File: src/rtl/core/sira_pkg.sv
// Package for the signed integer to radix text converter.
// Holds the sequencer state type, radix limits, character constants, the digit mapping and the radix clamp.
// No dependencies.
package sira_pkg;

	localparam int unsigned RADIX_W = 6;

	localparam logic [RADIX_W-1:0] RADIX_MIN   = 6'd2;
	localparam logic [RADIX_W-1:0] RADIX_MAX   = 6'd36;
	localparam logic [RADIX_W-1:0] RADIX_RESET = 6'd10;

	// Register indexes
	localparam logic REG_RADIX = 1'b0;

	localparam logic [7:0] CHAR_ZERO   = 8'h30;
	localparam logic [7:0] CHAR_LETTER = 8'h37;  // '0' + 7, so that ten maps to 'A'
	localparam logic [7:0] CHAR_MINUS  = 8'h2D;
	localparam logic [RADIX_W-1:0] DIGIT_MAX = 6'd9;

	typedef enum logic [2:0] {
		ST_IDLE,
		ST_DIV,
		ST_SIGN,
		ST_RD,
		ST_OUT
	} sira_state_t;

	function automatic logic [7:0] digit_char(input logic [RADIX_W-1:0] d);
		logic [7:0] d8;
		d8 = {2'b00, d};
		return (d > DIGIT_MAX) ? d8 + CHAR_LETTER : d8 + CHAR_ZERO;
	endfunction

	function automatic logic [RADIX_W-1:0] clamp_radix(input logic [RADIX_W-1:0] r);
		logic [RADIX_W-1:0] res;
		if (r < RADIX_MIN) begin
			res = RADIX_MIN;
		end else if (r > RADIX_MAX) begin
			res = RADIX_MAX;
		end else begin
			res = r;
		end
		return res;
	endfunction

endpackage

File: src/rtl/core/sira_ram.sv
// Generic single-write, single-read RAM with a registered read port.
// Holds the digit values of one conversion. No dependencies.
module sira_ram #(
	parameter int unsigned WIDTH = 6,
	parameter int unsigned DEPTH = 32
) (
	input  logic                     clk,
	input  logic                     we,
	input  logic [$clog2(DEPTH)-1:0] waddr,
	input  logic [WIDTH-1:0]         wdata,
	input  logic                     re,
	input  logic [$clog2(DEPTH)-1:0] raddr,
	output logic [WIDTH-1:0]         rdata
);

	logic [WIDTH-1:0] mem_q [DEPTH];
	logic [WIDTH-1:0] rdata_q;

	always_ff @(posedge clk) begin
		if (we) begin
			mem_q[waddr] <= wdata;
		end
		if (re) begin
			rdata_q <= mem_q[raddr];
		end
	end

	assign rdata = rdata_q;

endmodule

File: src/rtl/core/signed_integer_to_radix_ascii_top.sv
// Top level of the signed integer to radix text converter.
// Uses sira_pkg and the digit store sira_ram.
//
// Takes one signed VALUE_WIDTH-bit integer and sends its text in the base held in the radix
// register (byte address 0, bits 5:0, reset 10; values below 2 act as 2, above 36 as 36), most
// significant character first, a '-' ahead of negative values, last set on the final character.
// Digits come from one bit-serial restoring divider that yields a quotient bit per cycle, and
// each digit character is then read back from the digit store and loaded into the output
// register, a sign being loaded directly; output stalls hold either. The input stalls for the
// whole conversion and is released once the final character sits in the output register.
module signed_integer_to_radix_ascii_top
	import sira_pkg::*;
#(
	parameter int unsigned VALUE_WIDTH = 32
) (
	input  logic                          clk,
	input  logic                          arst_n,
	input  logic                          psel,
	input  logic                          penable,
	input  logic                          pwrite,
	input  logic [2:0]                    paddr,
	input  logic [31:0]                   pwdata,
	output logic [31:0]                   prdata,
	output logic                          pready,
	input  logic                          in_valid,
	output logic                          in_stall,
	input  logic signed [VALUE_WIDTH-1:0] value,
	output logic                          out_valid,
	input  logic                          out_stall,
	output logic [7:0]                    character,
	output logic                          last
);

	localparam int unsigned AW = $clog2(VALUE_WIDTH);
	localparam int unsigned CW = $clog2(VALUE_WIDTH + 1);
	localparam logic [AW-1:0] BIT_TOP = AW'(VALUE_WIDTH - 1);

	sira_state_t state_q, state_d;

	logic [RADIX_W-1:0]     radix_q;
	logic [RADIX_W-1:0]     base_q;
	logic [VALUE_WIDTH-1:0] mag_q;
	logic [RADIX_W-1:0]     rem_q;
	logic [AW-1:0]          bit_q;
	logic [CW-1:0]          cnt_q;
	logic [AW-1:0]          rd_idx_q;
	logic                   neg_q;
	logic                   out_valid_q;
	logic [7:0]             char_q;
	logic                   last_q;

	logic                   in_xfer;
	logic                   out_free;
	logic [RADIX_W:0]       trial;
	logic [RADIX_W:0]       diff;
	logic                   qbit;
	logic [RADIX_W-1:0]     rem_next;
	logic [VALUE_WIDTH-1:0] mag_next;
	logic [VALUE_WIDTH-1:0] raw;
	logic                   ram_we;
	logic                   ram_re;
	logic [RADIX_W-1:0]     ram_rdata;
	logic                   load_out;
	logic [7:0]             char_d;
	logic                   last_d;
	logic                   cfg_wr;

	// Configuration port
	assign pready = 1'b1;
	assign cfg_wr = psel && penable && pwrite;

	always_comb begin
		prdata = '0;
		if (paddr[2] == REG_RADIX) begin
			prdata = {{(32-RADIX_W){1'b0}}, radix_q};
		end
	end

	always_ff @(posedge clk or negedge arst_n) begin
		if (!arst_n) begin
			radix_q <= RADIX_RESET;
		end else if (cfg_wr && paddr[2] == REG_RADIX) begin
			radix_q <= pwdata[RADIX_W-1:0];
		end
	end

	// Shared divider step: one quotient bit per cycle
	assign trial    = {rem_q, mag_q[VALUE_WIDTH-1]};
	assign diff     = trial - {1'b0, base_q};
	assign qbit     = (trial >= {1'b0, base_q});
	assign rem_next = qbit ? diff[RADIX_W-1:0] : trial[RADIX_W-1:0];
	assign mag_next = {mag_q[VALUE_WIDTH-2:0], qbit};

	assign raw      = value;
	assign in_stall = (state_q != ST_IDLE);
	assign in_xfer  = in_valid && !in_stall;
	assign out_free = !out_valid_q || !out_stall;

	always_ff @(posedge clk or negedge arst_n) begin
		if (!arst_n) begin
			state_q <= ST_IDLE;
		end else begin
			state_q <= state_d;
		end
	end

	always_comb begin
		state_d  = state_q;
		ram_we   = 1'b0;
		ram_re   = 1'b0;
		load_out = 1'b0;
		char_d   = CHAR_MINUS;
		last_d   = 1'b0;
		unique case (state_q)
			ST_IDLE: begin
				if (in_xfer) begin
					state_d = ST_DIV;
				end
			end
			ST_DIV: begin
				if (bit_q == '0) begin
					ram_we = 1'b1;
					if (mag_next == '0) begin
						state_d = neg_q ? ST_SIGN : ST_RD;
					end
				end
			end
			ST_SIGN: begin
				if (out_free) begin
					load_out = 1'b1;
					state_d  = ST_RD;
				end
			end
			ST_RD: begin
				ram_re  = 1'b1;
				state_d = ST_OUT;
			end
			ST_OUT: begin
				char_d = digit_char(ram_rdata);
				last_d = (rd_idx_q == '0);
				if (out_free) begin
					load_out = 1'b1;
					state_d  = (rd_idx_q == '0) ? ST_IDLE : ST_RD;
				end
			end
			default: begin
				state_d = ST_IDLE;
			end
		endcase
	end

	// Sequencer counters and divider registers
	always_ff @(posedge clk or negedge arst_n) begin
		if (!arst_n) begin
			cnt_q    <= '0;
			bit_q    <= BIT_TOP;
			rd_idx_q <= '0;
			neg_q    <= 1'b0;
		end else begin
			if (in_xfer) begin
				cnt_q <= '0;
				bit_q <= BIT_TOP;
				neg_q <= raw[VALUE_WIDTH-1];
			end else if (state_q == ST_DIV) begin
				if (bit_q == '0) begin
					cnt_q    <= cnt_q + 1'b1;
					rd_idx_q <= cnt_q[AW-1:0];
					bit_q    <= BIT_TOP;
				end else begin
					bit_q <= bit_q - 1'b1;
				end
			end else if (state_q == ST_OUT && out_free && rd_idx_q != '0) begin
				rd_idx_q <= rd_idx_q - 1'b1;
			end
		end
	end

	always_ff @(posedge clk) begin
		if (in_xfer) begin
			mag_q  <= raw[VALUE_WIDTH-1] ? (~raw + 1'b1) : raw;
			rem_q  <= '0;
			base_q <= clamp_radix(radix_q);
		end else if (state_q == ST_DIV) begin
			mag_q <= mag_next;
			// Restart the remainder for the next digit
			rem_q <= (bit_q == '0) ? '0 : rem_next;
		end
	end

	sira_ram #(
		.WIDTH (RADIX_W),
		.DEPTH (VALUE_WIDTH)
	) u_digits (
		.clk   (clk),
		.we    (ram_we),
		.waddr (cnt_q[AW-1:0]),
		.wdata (rem_next),
		.re    (ram_re),
		.raddr (rd_idx_q),
		.rdata (ram_rdata)
	);

	// Output register: hold while stalled, drop valid after the transfer
	always_ff @(posedge clk or negedge arst_n) begin
		if (!arst_n) begin
			out_valid_q <= 1'b0;
		end else if (load_out) begin
			out_valid_q <= 1'b1;
		end else if (!out_stall) begin
			out_valid_q <= 1'b0;
		end
	end

	always_ff @(posedge clk) begin
		if (load_out) begin
			char_q <= char_d;
			last_q <= last_d;
		end
	end

	assign out_valid = out_valid_q;
	assign character = char_q;
	assign last      = last_q;

	// Checks
	a_rem_below_base: assert property (@(posedge clk) disable iff (!arst_n)
		(state_q == ST_DIV) |-> (rem_q < base_q))
		else $error("divider remainder not below base");

	a_base_range: assert property (@(posedge clk) disable iff (!arst_n)
		(state_q != ST_IDLE) |-> (base_q >= RADIX_MIN && base_q <= RADIX_MAX))
		else $error("base out of range during conversion");

	a_cnt_bound: assert property (@(posedge clk) disable iff (!arst_n)
		cnt_q <= CW'(VALUE_WIDTH))
		else $error("digit count exceeds value width");

	a_last_on_final: assert property (@(posedge clk) disable iff (!arst_n)
		(state_q == ST_OUT && out_free && rd_idx_q == '0) |=> (out_valid_q && last_q))
		else $error("final character not flagged last");

endmodule
File: config.mk
export PLATFORM = sky130hd
export DESIGN_NAME = signed_integer_to_radix_ascii_top
export DESIGN_NICKNAME = d
export VERILOG_FILES = /design/src/rtl/core/sira_pkg.sv /design/src/rtl/core/sira_ram.sv /design/src/rtl/core/signed_integer_to_radix_ascii_top.sv
export SDC_FILE = /design/constraint.sdc
export NUM_CORES = 1
export LEC_CHECK = 0
export ABC_AREA = 1
export BUFFER_PORTS_ARGS = -buffer_cell sky130_fd_sc_hd__clkbuf_2
export CAP_MARGIN = 0
export CORE_MARGIN = 3
export CORE_UTILIZATION = 38
export DETAILED_ROUTE_END_ITERATION = 16
export PLACE_DENSITY = 0.55
export SETUP_SLACK_MARGIN = 0.02
export SLEW_MARGIN = 30
export SYNTH_ARGS = -nofsm -noshare
export SYNTH_HDL_FRONTEND = slang
export SYNTH_SLANG_ARGS = --single-unit
File: constraint.sdc
create_clock -name clk -period 3.51 [get_ports clk]
set_input_delay 0.1755 -clock clk [delete_from_list [all_inputs] [get_ports clk]]
set_output_delay 0.1755 -clock clk [all_outputs]
set_load 0.005 [all_outputs]
==> results.sh <==
export IMPL_worstMarginPinSlew_ps=852
export IMPL_critPathBufInv=2
export IMPL_die_area_um2=37200
export IMPL_wire_per_inst_um=16.1
export IMPL_fmax_mhz=399
export IMPL_post_dp_hpwl_mm=20.2
export IMPL_drt_pass1_iterations=5
export IMPL_initial_core_util_pct=39.1
export IMPL_ys_ff_latch=276
export IMPL_slew_violations=0
export IMPL_avgSynthCellArea_um2=9.64
export IMPL_outcome="complete, no violations"
export IMPL_die_width_um=193
export IMPL_crit_chain="nor3_4 > buf_4 > nand2_2 > inv_2 > nand2_1 > nor2_1"
export IMPL_first_global_vias=9209
export IMPL_clock_sinks=276
export IMPL_synth_ff_type="edfxtp_1"
export IMPL_cts_max_level=1
export IMPL_drive_above_1_share_pct=11.3
export IMPL_place_congestion=0.860
export IMPL_grtUsageTotal_pct=16.6
export IMPL_finalHoldViolCount=0
export IMPL_cts_buffers=31
export IMPL_synth_cell_types=43
export IMPL_viasPerCell=4.91
export IMPL_crit_path_end_kind="register"
export IMPL_grt_pass1_wl_mm=48.8
export IMPL_cts_clk_slew_worst_paths_ps=60
export IMPL_final_common_cell="nand2_1"
export IMPL_die_h_um=193
export IMPL_routed_wl_met2_mm=15.1
export IMPL_peakVddDrop_mv=0.363
export IMPL_cpPeakStageDelay_ps=560
export IMPL_drtIter0Drc=597
export IMPL_hold_path_class="input pin to register"
export IMPL_path_max_fanout=15
export IMPL_fin_tns_setup_ps=0
export IMPL_synth_warnings=0
export IMPL_drc=0
export IMPL_path_delay_family="simple AND/OR/NAND/NOR gates"
export IMPL_cts_setup_buffers=0
export IMPL_syn_area_um2=13300
export IMPL_critPathKind="register to register"
export IMPL_setup_viol=0
export IMPL_grt_start_max_net_pins=100
export IMPL_min_period_ps=2510
export IMPL_areaGrowthSynthToFinish_pct=13.4
export IMPL_antenna_found_initial=0
export IMPL_timing_final_crit_share_pct=71.5
export IMPL_fill_cells=3275
export IMPL_wl_mm=30.9
export IMPL_cts_root_buf="clkbuf_16"
export IMPL_port_buffers=61
export IMPL_routed_top_layer="met4"
export IMPL_drt_met1_wl_mm=13.8
export IMPL_ys_seq_area_share_pct=61.0
export IMPL_cp_data_required_time_ps=3690
export IMPL_cp_slowest_cell="nor2_1"
export IMPL_leakage_nw=6.07
export IMPL_core_area_um2=34000
export IMPL_clkLatencyLatePin_ps=570
export IMPL_clock_path_buffers=3
export IMPL_cts_tree="done"
export IMPL_slew_headroom_pct=43.1
export IMPL_start_kind="register"
export IMPL_route_met3_wl_mm=1.24
export IMPL_nets=1537
export IMPL_vias=9405
export IMPL_gr_total_overflow=0
export IMPL_fin_area_um2=15100
export IMPL_rsz0062_at_grt="false"
export IMPL_io_pin_count=118
export IMPL_mostFrequentLayoutCells="nand2_1 (387), edfxtp_1 (244), nand3_1 (188)"
export IMPL_ant_nets=0
export IMPL_rows=67
export IMPL_antenna_cells=0
export IMPL_cp_arrival_ps=2690
export IMPL_fin_skew_ps=30.8
export IMPL_synth_async_reset_ratio_pct=9.42
export IMPL_power_density_nw_per_um2=461
export IMPL_synth_cells=1378
export IMPL_synth_edf_count=244
export IMPL_place_area_um2=13900
export IMPL_max_cap_violations=0
## kinds of logic after synthesis
family	Yosys count	synth area share, %
buffers and inverters	197	6.98
XOR/XNOR	16	1.05
other	2	0.0565
flip-flops	276	61.0
AND/OR/NAND/NOR	734	23.2
adder cells (fa/ha/maj)	19	1.85
AO/OA/AOI/OAI	134	5.84
## area by class of cell
type / count / area, um^2 / area share, %
Timing Repair Buffer: 91 / 581 / 3.85
Tap cell: 448 / 561 / 3.72
Multi-Input combinational cell: 931 / 4360 / 29.0
Inverter: 113 / 425 / 2.82
Clock buffer: 45 / 898 / 5.96
Clock inverter: 13 / 130 / 0.864
Sequential cell: 276 / 8110 / 53.8
## cells in the mapped netlist, types with 2 or more instances
cell type	number	area share [%]
nor2_1	127	3.6
dfstp_2	7	1.4
buf_4	35	2.0
a21oi_1	31	1.2
clkbuf_1	18	0.51
dfrtp_1	19	3.6
edfxtp_1	244	55
dfxtp_1	6	0.90
nand3_1	188	7.1
o21ai_2	4	0.26
ha_1	18	1.7
xor2_1	14	0.92
nor2_2	6	0.28
inv_2	8	0.23
buf_6	3	0.25
o21ai_1	5	0.19
nor3_1	6	0.23
a22oi_1	2	0.11
nand2_2	2	0.094
xnor2_1	2	0.13
inv_1	103	2.9
o211ai_1	22	1.2
o22ai_1	2	0.094
conb_1	2	0.057
nand4_1	12	0.57
nand2_1	387	11
buf_1	2	0.057
o21ai_0	63	2.4
buf_2	26	0.98
## report_power, final
part	total (mW)	switching, mW	internal (mW)
combinational	0.191	0.122	0.0684
clock	3.20	1.28	1.92
sequential	3.55	0.00541	3.55
total	6.94	1.40	5.53
## registers in the layout, indices dropped and copies added (netlist names)
register / flops
neg_q: 1
state_q: 3
radix_q: 6
base_q: 6
bit_q: 5
rem_q: 6
u_digits.rdata: 6
rd_idx_q: 5
cnt_q: 5
last: 1
character: 7
u_digits.mem_q: 192
mag_q: 32
out_valid: 1
## worst paths after layout
check	cells after the start	slack [ps]	endpoint	start
worst max-delay path	6	1000	u_digits.mem_q[30][0]$_DFFE_PP_	state_q[2]$_DFFE_PN0P_
worst max register to register	6	1000	u_digits.mem_q[30][0]$_DFFE_PP_	state_q[2]$_DFFE_PN0P_
worst min-delay path	3	20	state_q[0]$_DFFE_PN0P_	in_valid
min in group asynchronous	2	210	radix_q[5]$_DFFE_PN0P_	arst_n
worst min register to register	0	460	base_q[5]$_SDFFCE_PP0P_	radix_q[5]$_DFFE_PN0P_
max in group asynchronous	2	2790	rd_idx_q[0]$_DFFE_PN0P_	arst_n
## stage by stage
| step | std cells | total power [mW] | setup WS, ps | hold WS [ps] | util (%) |
|---|---|---|---|---|---|
| floorplan | 1404 | 3.75 | 550 | -120 | - |
| global placement | 1849 | 3.80 | 998 | 279 | 41.0 |
| detailed placement | 1849 | 3.80 | 995 | 280 | 41.0 |
| CTS | 1917 | 7.02 | 972 | 0.800 | 44.3 |
| global route | 1917 | 7.18 | 771 | 41.1 | 44.4 |
| finish | 1917 | 6.94 | 1000 | 17.7 | 44.4 |
## routing by layer
| layer | vias to the layer above | global-route usage [%] |
|---|---|---|
| met5 | - | 0 |
| met4 | 0 | 4.76 |
| met3 | 53 | 1.99 |
| met2 | 200 | 28.5 |
| met1 | 4408 | 22.3 |
| li1 | 4744 | - |
## repair_timing
| item | 4_1_cts | 5_1_grt |
|---|---|---|
| hold buffers | 10 | 0 |
| gates resized for setup | 0 | 0 |
| endpoints found under the hold margin | 29 | 0 |
## worst register-to-register path: stages, from the launching register on
cell and delay, ps:
dfrtp_1 450, nor3_4 210, buf_4 230, nand2_2 140
inv_2 130, nand2_1 390, nor2_1 570
Power figures use the tool's default switching activity.
